[config.mk]
export PLATFORM = sky130hd
export DESIGN_NAME = ordered_list_with_indexed_delete
export DESIGN_NICKNAME = d
export VERILOG_FILES = /design/src/rtl/olid_pkg.sv /design/src/rtl/olid_ram.sv /design/src/rtl/ordered_list_with_indexed_delete.sv
export SDC_FILE = /design/constraint.sdc
export NUM_CORES = 1
export LEC_CHECK = 0
export BUFFER_PORTS_ARGS = -buffer_cell sky130_fd_sc_hd__buf_2
export CELL_PAD_IN_SITES_DETAIL_PLACEMENT = 1
export CELL_PAD_IN_SITES_GLOBAL_PLACEMENT = 2
export CORE_MARGIN = 2
export CORE_UTILIZATION = 50
export DETAILED_ROUTE_END_ITERATION = 6
export PLACE_DENSITY = 0.87
export SLEW_MARGIN = 30
export SYNTH_ARGS = -nofsm -noshare
export SYNTH_HDL_FRONTEND = slang
export SYNTH_SLANG_ARGS = --single-unit
[constraint.sdc]
create_clock -name aclk -period 9.6 [get_ports aclk]
set_clock_uncertainty 0.15 [all_clocks]
set_input_delay 1.92 -clock aclk [delete_from_list [all_inputs] [get_ports aclk]]
set_output_delay 1.92 -clock aclk [all_outputs]
set_load 0.01 [all_outputs]
[src/rtl/olid_pkg.sv]
// shared types, codes and ring address helpers for the ordered list block
package olid_pkg;

    localparam int LIST_CAPACITY = 32;
    localparam int VALUE_W       = 32;
    localparam int IDX_W         = $clog2(LIST_CAPACITY);
    localparam int CNT_W         = $clog2(LIST_CAPACITY + 1);

    typedef logic [IDX_W-1:0]   idx_t;
    typedef logic [IDX_W:0]     idx_sum_t;
    typedef logic [CNT_W-1:0]   cnt_t;
    typedef logic [VALUE_W-1:0] value_t;

    // request codes
    localparam logic [1:0] ACT_FRONT  = 2'd0;
    localparam logic [1:0] ACT_BACK   = 2'd1;
    localparam logic [1:0] ACT_DELETE = 2'd2;

    localparam cnt_t LIST_FULL = cnt_t'(LIST_CAPACITY);

    // ring add, both operands below the capacity
    function automatic idx_t wrap_add(input idx_t a, input idx_t b);
        idx_sum_t sum;
        begin
            sum = {1'b0, a} + {1'b0, b};
            if (sum >= idx_sum_t'(LIST_CAPACITY)) begin
                sum = sum - idx_sum_t'(LIST_CAPACITY);
            end
            return idx_t'(sum);
        end
    endfunction

    function automatic idx_t wrap_inc(input idx_t a);
        return (a == idx_t'(LIST_CAPACITY - 1)) ? '0 : a + idx_t'(1);
    endfunction

    function automatic idx_t wrap_dec(input idx_t a);
        return (a == '0) ? idx_t'(LIST_CAPACITY - 1) : a - idx_t'(1);
    endfunction

endpackage

[src/rtl/olid_ram.sv]
// generic simple dual port ram with registered read
module olid_ram #(
    parameter int WIDTH = 32,
    parameter int DEPTH = 32
) (
    input  logic                     aclk,
    input  logic                     wr_en,
    input  logic [$clog2(DEPTH)-1:0] wr_addr,
    input  logic [WIDTH-1:0]         wr_data,
    input  logic                     rd_en,
    input  logic [$clog2(DEPTH)-1:0] rd_addr,
    output logic [WIDTH-1:0]         rd_data
);

    logic [WIDTH-1:0] mem [DEPTH];

    always_ff @(posedge aclk) begin
        if (wr_en) begin
            mem[wr_addr] <= wr_data;
        end
        if (rd_en) begin
            rd_data <= mem[rd_addr];
        end
    end

endmodule

[src/rtl/ordered_list_with_indexed_delete.sv]
// ordered list of signed values with front insert, back append, indexed delete
//
// channel | dir | fields (lowest bit first)
// --------+-----+--------------------------------------------------------------
// s_axis  | in  | tdata: action[1:0], operand[33:2], zero pad [39:34]
// m_axis  | out | tdata: item_value[31:0]; tlast: last_item;
//         |     | tuser: list_empty[0], insert_refused[1]
//
// sequence: one transfer in, then the listing starts; each listed entry takes a
//   ram read and an output load, and an empty list gives a single zero result;
//   a delete first moves each entry behind the deleted position down one slot,
//   a ram read then a ram write per entry. the single ram read port serialises
//   these steps. reset: head pointer and entry count clear at once, no pass over the ram
// stalls: s_axis_tready is high only when idle; m_axis_tready low holds the
//   current result transfer and the walk through the list

module ordered_list_with_indexed_delete (
    input  logic        aclk,
    input  logic        aresetn,
    input  logic        s_axis_tvalid,
    output logic        s_axis_tready,
    input  logic [39:0] s_axis_tdata,   // action[1:0], operand[33:2], pad
    output logic        m_axis_tvalid,
    input  logic        m_axis_tready,
    output logic [31:0] m_axis_tdata,   // item_value[31:0]
    output logic        m_axis_tlast,
    output logic [1:0]  m_axis_tuser    // list_empty[0], insert_refused[1]
);

    typedef enum logic [2:0] {
        S_IDLE,
        S_DEL_RD,
        S_DEL_WR,
        S_LIST_RD,
        S_LIST_LOAD,
        S_LIST_OUT
    } state_t;

    state_t state_reg, state_next;

    // ring buffer bookkeeping
    olid_pkg::idx_t   head_reg, head_next;
    olid_pkg::cnt_t   count_reg, count_next;
    olid_pkg::idx_t   cur_reg, cur_next;      // physical slot being walked
    olid_pkg::cnt_t   left_reg, left_next;    // moves or listed entries still to go
    logic             refused_reg, refused_next;

    // output register
    logic             m_valid_reg, m_valid_next;
    olid_pkg::value_t m_data_reg, m_data_next;
    logic             m_last_reg, m_last_next;
    logic             m_empty_reg, m_empty_next;

    // ram port
    logic             ram_wr_en;
    olid_pkg::idx_t   ram_wr_addr;
    olid_pkg::value_t ram_wr_data;
    logic             ram_rd_en;
    olid_pkg::idx_t   ram_rd_addr;
    olid_pkg::value_t ram_rd_data;

    // input fields
    logic [1:0]         in_action;
    logic signed [31:0] in_operand;
    logic               s_xfer;
    logic               del_ok;
    olid_pkg::cnt_t     del_left;

    assign in_action  = s_axis_tdata[1:0];
    assign in_operand = s_axis_tdata[33:2];
    assign s_xfer     = s_axis_tvalid && s_axis_tready;

    // negative positions look huge when taken unsigned
    assign del_ok   = $unsigned(in_operand) < 32'(count_reg);
    assign del_left = count_reg - olid_pkg::cnt_t'(in_operand) - olid_pkg::cnt_t'(1);

    assign s_axis_tready = (state_reg == S_IDLE);
    assign m_axis_tvalid = m_valid_reg;
    assign m_axis_tdata  = m_data_reg;
    assign m_axis_tlast  = m_last_reg;
    assign m_axis_tuser  = {refused_reg, m_empty_reg};

    olid_ram #(
        .WIDTH (olid_pkg::VALUE_W),
        .DEPTH (olid_pkg::LIST_CAPACITY)
    ) u_store (
        .aclk    (aclk),
        .wr_en   (ram_wr_en),
        .wr_addr (ram_wr_addr),
        .wr_data (ram_wr_data),
        .rd_en   (ram_rd_en),
        .rd_addr (ram_rd_addr),
        .rd_data (ram_rd_data)
    );

    always_comb begin
        state_next   = state_reg;
        head_next    = head_reg;
        count_next   = count_reg;
        cur_next     = cur_reg;
        left_next    = left_reg;
        refused_next = refused_reg;
        m_valid_next = m_valid_reg;
        m_data_next  = m_data_reg;
        m_last_next  = m_last_reg;
        m_empty_next = m_empty_reg;
        ram_wr_en    = 1'b0;
        ram_wr_addr  = cur_reg;
        ram_wr_data  = ram_rd_data;
        ram_rd_en    = 1'b0;
        ram_rd_addr  = cur_reg;

        unique case (state_reg)
            S_IDLE: begin
                if (s_xfer) begin
                    refused_next = 1'b0;
                    cur_next     = head_reg;
                    state_next   = S_LIST_RD;
                    unique case (in_action)
                        olid_pkg::ACT_FRONT, olid_pkg::ACT_BACK: begin
                            if (count_reg == olid_pkg::LIST_FULL) begin
                                refused_next = 1'b1;
                            end else if (in_action == olid_pkg::ACT_FRONT) begin
                                // new front goes one slot below the old head
                                ram_wr_en   = 1'b1;
                                ram_wr_addr = olid_pkg::wrap_dec(head_reg);
                                ram_wr_data = in_operand;
                                head_next   = olid_pkg::wrap_dec(head_reg);
                                cur_next    = olid_pkg::wrap_dec(head_reg);
                                count_next  = count_reg + olid_pkg::cnt_t'(1);
                            end else begin
                                ram_wr_en   = 1'b1;
                                ram_wr_addr = olid_pkg::wrap_add(head_reg,
                                                  olid_pkg::idx_t'(count_reg));
                                ram_wr_data = in_operand;
                                count_next  = count_reg + olid_pkg::cnt_t'(1);
                            end
                        end
                        olid_pkg::ACT_DELETE: begin
                            if (del_ok) begin
                                count_next = count_reg - olid_pkg::cnt_t'(1);
                                left_next  = del_left;
                                if (del_left != '0) begin
                                    // close the gap by pulling the tail down
                                    cur_next   = olid_pkg::wrap_add(head_reg,
                                                     olid_pkg::idx_t'(in_operand));
                                    state_next = S_DEL_RD;
                                end
                            end
                        end
                        default: begin
                            // unused code: list only
                        end
                    endcase
                end
            end
            S_DEL_RD: begin
                ram_rd_en   = 1'b1;
                ram_rd_addr = olid_pkg::wrap_inc(cur_reg);
                state_next  = S_DEL_WR;
            end
            S_DEL_WR: begin
                ram_wr_en   = 1'b1;
                ram_wr_addr = cur_reg;
                ram_wr_data = ram_rd_data;
                left_next   = left_reg - olid_pkg::cnt_t'(1);
                if (left_reg == olid_pkg::cnt_t'(1)) begin
                    cur_next   = head_reg;
                    state_next = S_LIST_RD;
                end else begin
                    cur_next   = olid_pkg::wrap_inc(cur_reg);
                    state_next = S_DEL_RD;
                end
            end
            S_LIST_RD: begin
                left_next = count_reg;
                if (count_reg == '0) begin
                    m_valid_next = 1'b1;
                    m_data_next  = '0;
                    m_last_next  = 1'b1;
                    m_empty_next = 1'b1;
                    state_next   = S_LIST_OUT;
                end else begin
                    ram_rd_en   = 1'b1;
                    ram_rd_addr = cur_reg;
                    state_next  = S_LIST_LOAD;
                end
            end
            S_LIST_LOAD: begin
                m_valid_next = 1'b1;
                m_data_next  = ram_rd_data;
                m_last_next  = (left_reg == olid_pkg::cnt_t'(1));
                m_empty_next = 1'b0;
                state_next   = S_LIST_OUT;
            end
            S_LIST_OUT: begin
                if (m_axis_tready) begin
                    m_valid_next = 1'b0;
                    if (m_last_reg) begin
                        state_next = S_IDLE;
                    end else begin
                        ram_rd_en   = 1'b1;
                        ram_rd_addr = olid_pkg::wrap_inc(cur_reg);
                        cur_next    = olid_pkg::wrap_inc(cur_reg);
                        left_next   = left_reg - olid_pkg::cnt_t'(1);
                        state_next  = S_LIST_LOAD;
                    end
                end
            end
            default: begin
                state_next = S_IDLE;
            end
        endcase
    end

    always_ff @(posedge aclk) begin
        if (!aresetn) begin
            state_reg   <= S_IDLE;
            head_reg    <= '0;
            count_reg   <= '0;
            cur_reg     <= '0;
            left_reg    <= '0;
            m_valid_reg <= 1'b0;
        end else begin
            state_reg   <= state_next;
            head_reg    <= head_next;
            count_reg   <= count_next;
            cur_reg     <= cur_next;
            left_reg    <= left_next;
            m_valid_reg <= m_valid_next;
            refused_reg <= refused_next;
            m_data_reg  <= m_data_next;
            m_last_reg  <= m_last_next;
            m_empty_reg <= m_empty_next;
        end
    end

endmodule

After elaboration in Yosys (flattened, before gate mapping)
Memories as Yosys holds them, arrays and structs flattened. A register that Yosys moved wholly into a read port is not among the register bits.
Index checks and enable logic that the tools add are counted.

cells by class
  $add $sub $neg = 11
  magnitude comparators = 3
  equal/unequal tests = 18
  mux-type cells = 60
  reductions and logical operators = 20

operator list
  kind                                                 count
  2-to-1 mux 32 bit                                    5
  2-to-1 mux 5 bit                                     17
  one-hot mux 32 bit (2 select lines)                  1
  2-to-1 mux 6 bit                                     7
  less-than comparator 32 x 6 -> 1 bit                 1
  one-hot mux 6 bit (4 select lines)                   1
  one-hot mux 5 bit (2 select lines)                   2
  one-hot mux 3 bit (6 select lines)                   1
  subtractor 6 x 1 -> 6 bit, second input constant     3
  one-hot mux 5 bit (3 select lines)                   1
  subtractor 5 x 1 -> 5 bit, second input constant     3
  adder 5 x 5 -> 6 bit                                 2
  >= comparator 6 bit, second input constant           2
  2-to-1 mux 1 bit                                     12
  one-hot mux 6 bit (2 select lines)                   1
  AND reduction 3 bit                                  4
  != test 2 bit, second input constant                 5
  2-to-1 mux 3 bit                                     3
  2-to-1 mux 2 bit                                     4
  adder 6 x 1 -> 6 bit, second input constant          1
  equality test 3 x 2 -> 1 bit, second input constant  2
  equality test 3 bit, second input constant           2
  equality test 6 x 1 -> 1 bit, second input constant  1
  equality test 6 bit, second input constant           1
  22 further kinds                                     30

word-level totals
  bits in registers = 61
  bits in writable memories = 1024
  bits of input ports = 44
  memories = 1

memory list
  name         words  bits a word  read ports  clocked after Yosys merged registers in  write ports  line            text
  u_store.mem  32     32           1           1                                        1            olid_ram.sv:15  logic [WIDTH-1:0] mem [DEPTH];

Longest topological paths before layout
  depth after elaboration = 8
  mapped depth = 13
  mapped depth without buffers = 11

Modules after synthesis
Synthesis repeated with hierarchy kept, for this count alone.

unflattened totals
  cells, all modules = 2826
  area total of the unflattened synthesis = 45489.9 µm²

by module, submodules not included
  module                            instances  cells an instance  area each (µm²)
  olid_ram                          1          2260               40812.9
  ordered_list_with_indexed_delete  1          566                4677.0

Worst setup path before layout
Ideal clock, no wire load.

  path type = input port to flip-flop
  start = input s_axis_tdata[1]
  end = memory u_store.mem[31][0] (enable)
  setup time = 421 ps
  data arrival time = 4977 ps
  data required time = 9029 ps
  slack = 4051 ps
  stages = 7
  buffers on the path = 1
  cell sequence = or2_2 -> clkbuf_1 -> and3_1 -> o31a_1 -> o31ai_1 -> nand3_1 -> nor2_1

on the way
  cells in the longest elaborated chain, start to end = 7

ends and longest elaborated chain
  item                                                                      line                                                                              text
  from (decl)                                                               ordered_list_with_indexed_delete.sv:22                                            input logic [39:0] s_axis_tdata,
  equality test 2 x 1 -> 1 bit / logical NOT 2 bit (equally long branches)  ordered_list_with_indexed_delete.sv:119, ordered_list_with_indexed_delete.sv:123
  OR reduction 2 bit                                                        ordered_list_with_indexed_delete.sv:119                                           unique case (in_action)
  2-to-1 mux 1 bit                                                          ordered_list_with_indexed_delete.sv:119
  2-to-1 mux 1 bit                                                          ordered_list_with_indexed_delete.sv:115                                           if (s_xfer) begin
  one-hot mux 1 bit (2 select lines)                                        ordered_list_with_indexed_delete.sv:113                                           unique case (state_reg)
  2-to-1 mux 1 bit                                                          olid_ram.sv:18                                                                    if (wr_en) begin
  2-to-1 mux 1 bit (not written as such)                                    olid_ram.sv:19                                                                    mem[wr_addr] <= wr_data;
  to (decl)                                                                 olid_ram.sv:15

Parallel ways exist; a longest one is shown, timed or not.

Final worst setup path
  start = input m_axis_tready
  end = register u_store.rd_data[7], read port of u_store.mem, data pin

on the way
  cells in the longest elaborated chain, start to end = 2

ends and longest elaborated chain
  item                                                                                             line                                     text
  from (decl)                                                                                      ordered_list_with_indexed_delete.sv:24   input logic m_axis_tready,
  2-to-1 mux 1 bit / 2-to-1 mux 5 bit (equally long branches)                                      n/a
  one-hot mux 1 bit (3 select lines) / one-hot mux 5 bit (2 select lines) (equally long branches)  ordered_list_with_indexed_delete.sv:113
  to (decl)                                                                                        olid_ram.sv:12                           output logic [WIDTH-1:0] rd_data

Parallel ways exist; a longest one is shown, timed or not.
A chain may end at the register's enable or synchronous reset.

==> impl_metrics.yaml <==
yosys:
  synth_edf_count: 1091
  ys_top_cells_by_area: "edfxtp_1 71%, nand2_1 4.0%, mux4_2 3.0%"
  ys_seq_area_share_pct: 72.5
  yosys.area.top_type_share_pct: 71.4
  async_reset_ff_share_pct: 0
  syn_avg_cell_area_um2: 15.2
  synth_cells: 3019
  syn-num-nets: 3093
  yosysWarnings: 0
  synth.cell_area_um2: 45900
  synth_ff_type: "edfxtp_1"
  yosysTopAreaCell: "edfxtp_1"
  ys_ff_latch: 1117
  ys_types: 70
layout:
  area_growth_pct: 12.3
  top_register: "u_store.mem"
  largest_reg_flops: 1024
  utilization_pct: 56.5
  drive_gt1_share_pct: 15.4
  nNetsFinal: 3129
power:
  ir_drop_v: 0.000211
  p_switching_mw: 3.66
  powerDensity_nw_per_um2: 244
  finalPower_mw: 12.6
  clkPwrFrac_pct: 33.8
  power.leakage_nw: 17.1
  swShare_pct: 29.1
  power_frac_comb_pct: 19.5
  pwr-share-seq_pct: 46.7
  internal-power_mw: 8.91
die:
  core_um2: 91200
  io_pins: 81
  dieHeight_um: 307
  die_area_um2: 94200
  start_util_pct: 50.3
  dieWidth_um: 307
  fp-row-count: 111
critical_path:
  crit_start: "m_axis_tready"
  worstSetupStartpointType: "primary input"
  path_cells: "buf_2, nand2b_2, a211o_4, nand2_8, buf_4, buf_4, mux2i_1, a221o_1, o2bb2ai_1, or4_1"
  path_class: "primary input to flip-flop"
  critPathTopFamily: "buffers and inverters"
  critPathSlowestCell: "buf_4"
  crit_top_cell: "buf_4"
  crit_path_end_kind: "flip-flop"
  path_buf_inv: 3
  cp.arrival_ns: 5.80
  crit_fanout: 74
  r2r_start: "state_reg[0]$_SDFFE_PN0P_"
  max_stage_delay_ns: 0.75
  critical_path_required_ns: 9.85
clock_network:
  post-cts-setup-buffers: 0
  clockRootBuffer: "clkbuf_16"
  cts-resized-gates: 0
  cts_buffer_depth: 3
  cts.sinks: 1117
  clk_latency_ns: 0.70
  cts_hold_buf: 0
  clk_pin_slew_ns: 0.06
  htree_levels: 3
  tritoncts: "done"
  cts_made_buffers: 111
routing:
  first_pass_iters: 5
  drc: 0
  wl_um: 139000
  met2_length_um: 68300
  drt-initial-drc-count: 3381
  vias_per_cell: 6.60
  wire_per_inst_um: 32.1
  wl_met1_um: 54300
  vias: 28600
  ant_nets: 0
  top_layer: "met5"
  met3_length_um: 9970
place:
  io_buffers: 74
  hpwl_um: 74400
  gp_congestion: 0.830
worst_hold_path:
  min_path_type: "flip-flop to flip-flop"
  hold_path_startpoint: "u_store.rd_data[18]$_DFFE_PP_"
sta:
  finalSetupViolCount: 0
  finalSetupTns_ns: 0
  period_share_pct: 57.9
  max_slew.worst_pin.slew_ns: 0.957
  period_needed_ns: 5.55
  max_freq_mhz: 180
  final_max_slew_viol_count: 0
  final_hold_viol_count: 0
  relSlewSlack_pct: 36.1
  rsz0062_at_grt: "false"
grt:
  gr-total-overflow: 0
  antenna_found_initial: 5
  grt_first_pass_wirelength_um: 202000
  grt_max_degree: 182
  grt_pass1_vias: 29900
  grt_usage_pct: 29.4
job:
  cap_violations: 0
run_status:
  status: "complete, no violations"
==> per-stage QoR <==
stage               instance area, um^2  std cells  hold slack, ns  setup slack, ns
floorplan                         45900       3019           0.348             4.05
global placement                  47800       4124           0.386             3.17
detailed placement                47900       4127           0.392             3.03
CTS                               51400       4336           0.404             3.74
global route                      51500       4337           0.417             3.89
finish                            51500       4338           0.400             4.05
==> path summary, 6_finish.rpt <==
path,to,slack (ns),cells past startpoint
worst max-delay path,u_store.rd_data[7]$_DFFE_PP_,4.05,10
worst min-delay path,m_axis_tdata[18]$_SDFFCE_PN0P_,0.40,1
worst max register to register,u_store.mem[14][21]$_DFFE_PP_,4.15,9
worst min register to register,m_axis_tdata[18]$_SDFFCE_PN0P_,0.40,1
==> cells in the mapped netlist, drive strengths merged (41+ instances only) <==
master,instances
mux4,62
nand2,487
a211oi,168
clkbuf,161
buf,53
and3,169
edfxtp,1091
a311o,126
a21oi,118
and2,41
mux2i,79
nor2,65
==> cells in the final DEF (no fill, tap or decap), types with 7 or more instances in the layout <==
| master | instances |
|---|---|
| a31o_2 | 31 |
| o21ai_0 | 15 |
| buf_4 | 52 |
| or4_1 | 31 |
| xor2_1 | 7 |
| xnor2_1 | 10 |
| nand2_1 | 461 |
| clkbuf_16 | 111 |
| nand2_2 | 25 |
| o2bb2ai_1 | 31 |
| inv_1 | 29 |
| mux4_2 | 62 |
| a21boi_0 | 8 |
| nand3_1 | 7 |
| nor2_1 | 31 |
| a311o_1 | 126 |
| a211oi_1 | 167 |
| a21o_1 | 11 |
| a221o_1 | 31 |
| clkinv_1 | 29 |
| clkinv_2 | 24 |
| and3_1 | 169 |
| ha_1 | 26 |
| nor2b_1 | 11 |
| mux2i_1 | 78 |
| bufinv_16 | 8 |
| and2_1 | 38 |
| dfxtp_1 | 26 |
| nor2_4 | 34 |
| clkbuf_1 | 20 |
| buf_2 | 74 |
| or3_1 | 7 |
| edfxtp_1 | 1091 |
| a21oi_1 | 118 |
| nor4_1 | 9 |
==> per-layer routing <==
metal,up-vias,track usage (%)
met3,356,4.28
li1,12000,-
met4,6,13.1
met2,1377,48.8
met1,14900,38.5
met5,-,0
==> area by class of cell <==
type	count	area, um^2
fillers	8299	39700
flip-flops and latches	1117	33300
multi-input cells	1659	12100
clock buffers	131	2850
well taps	1186	1480
repair buffers	137	993
clock inverters	78	677
inverters	29	109
diodes	1	2.50
==> power groups by stage <==
stage,clock network [mW],registers (mW),logic [mW]
CTS,4.28,5.88,2.41
global placement,0,5.97,2.24
detailed placement,0,5.98,2.39
floorplan,0,5.93,1.58
finish,4.25,5.88,2.45
global route,4.45,5.88,2.61
==> logic make-up after synthesis <==
logic type	Yosys count	share of synthesized area, %
AO/OA/AOI/OAI	617	10.5
XOR/XNOR	17	0.324
adder cells (fa/ha/maj)	30	0.883
buffers and inverters	243	2.17
flip-flops	1117	72.5
multiplexers	144	4.85
AND/OR/NAND/NOR	851	8.70
(Power assumes the default switching activity.)
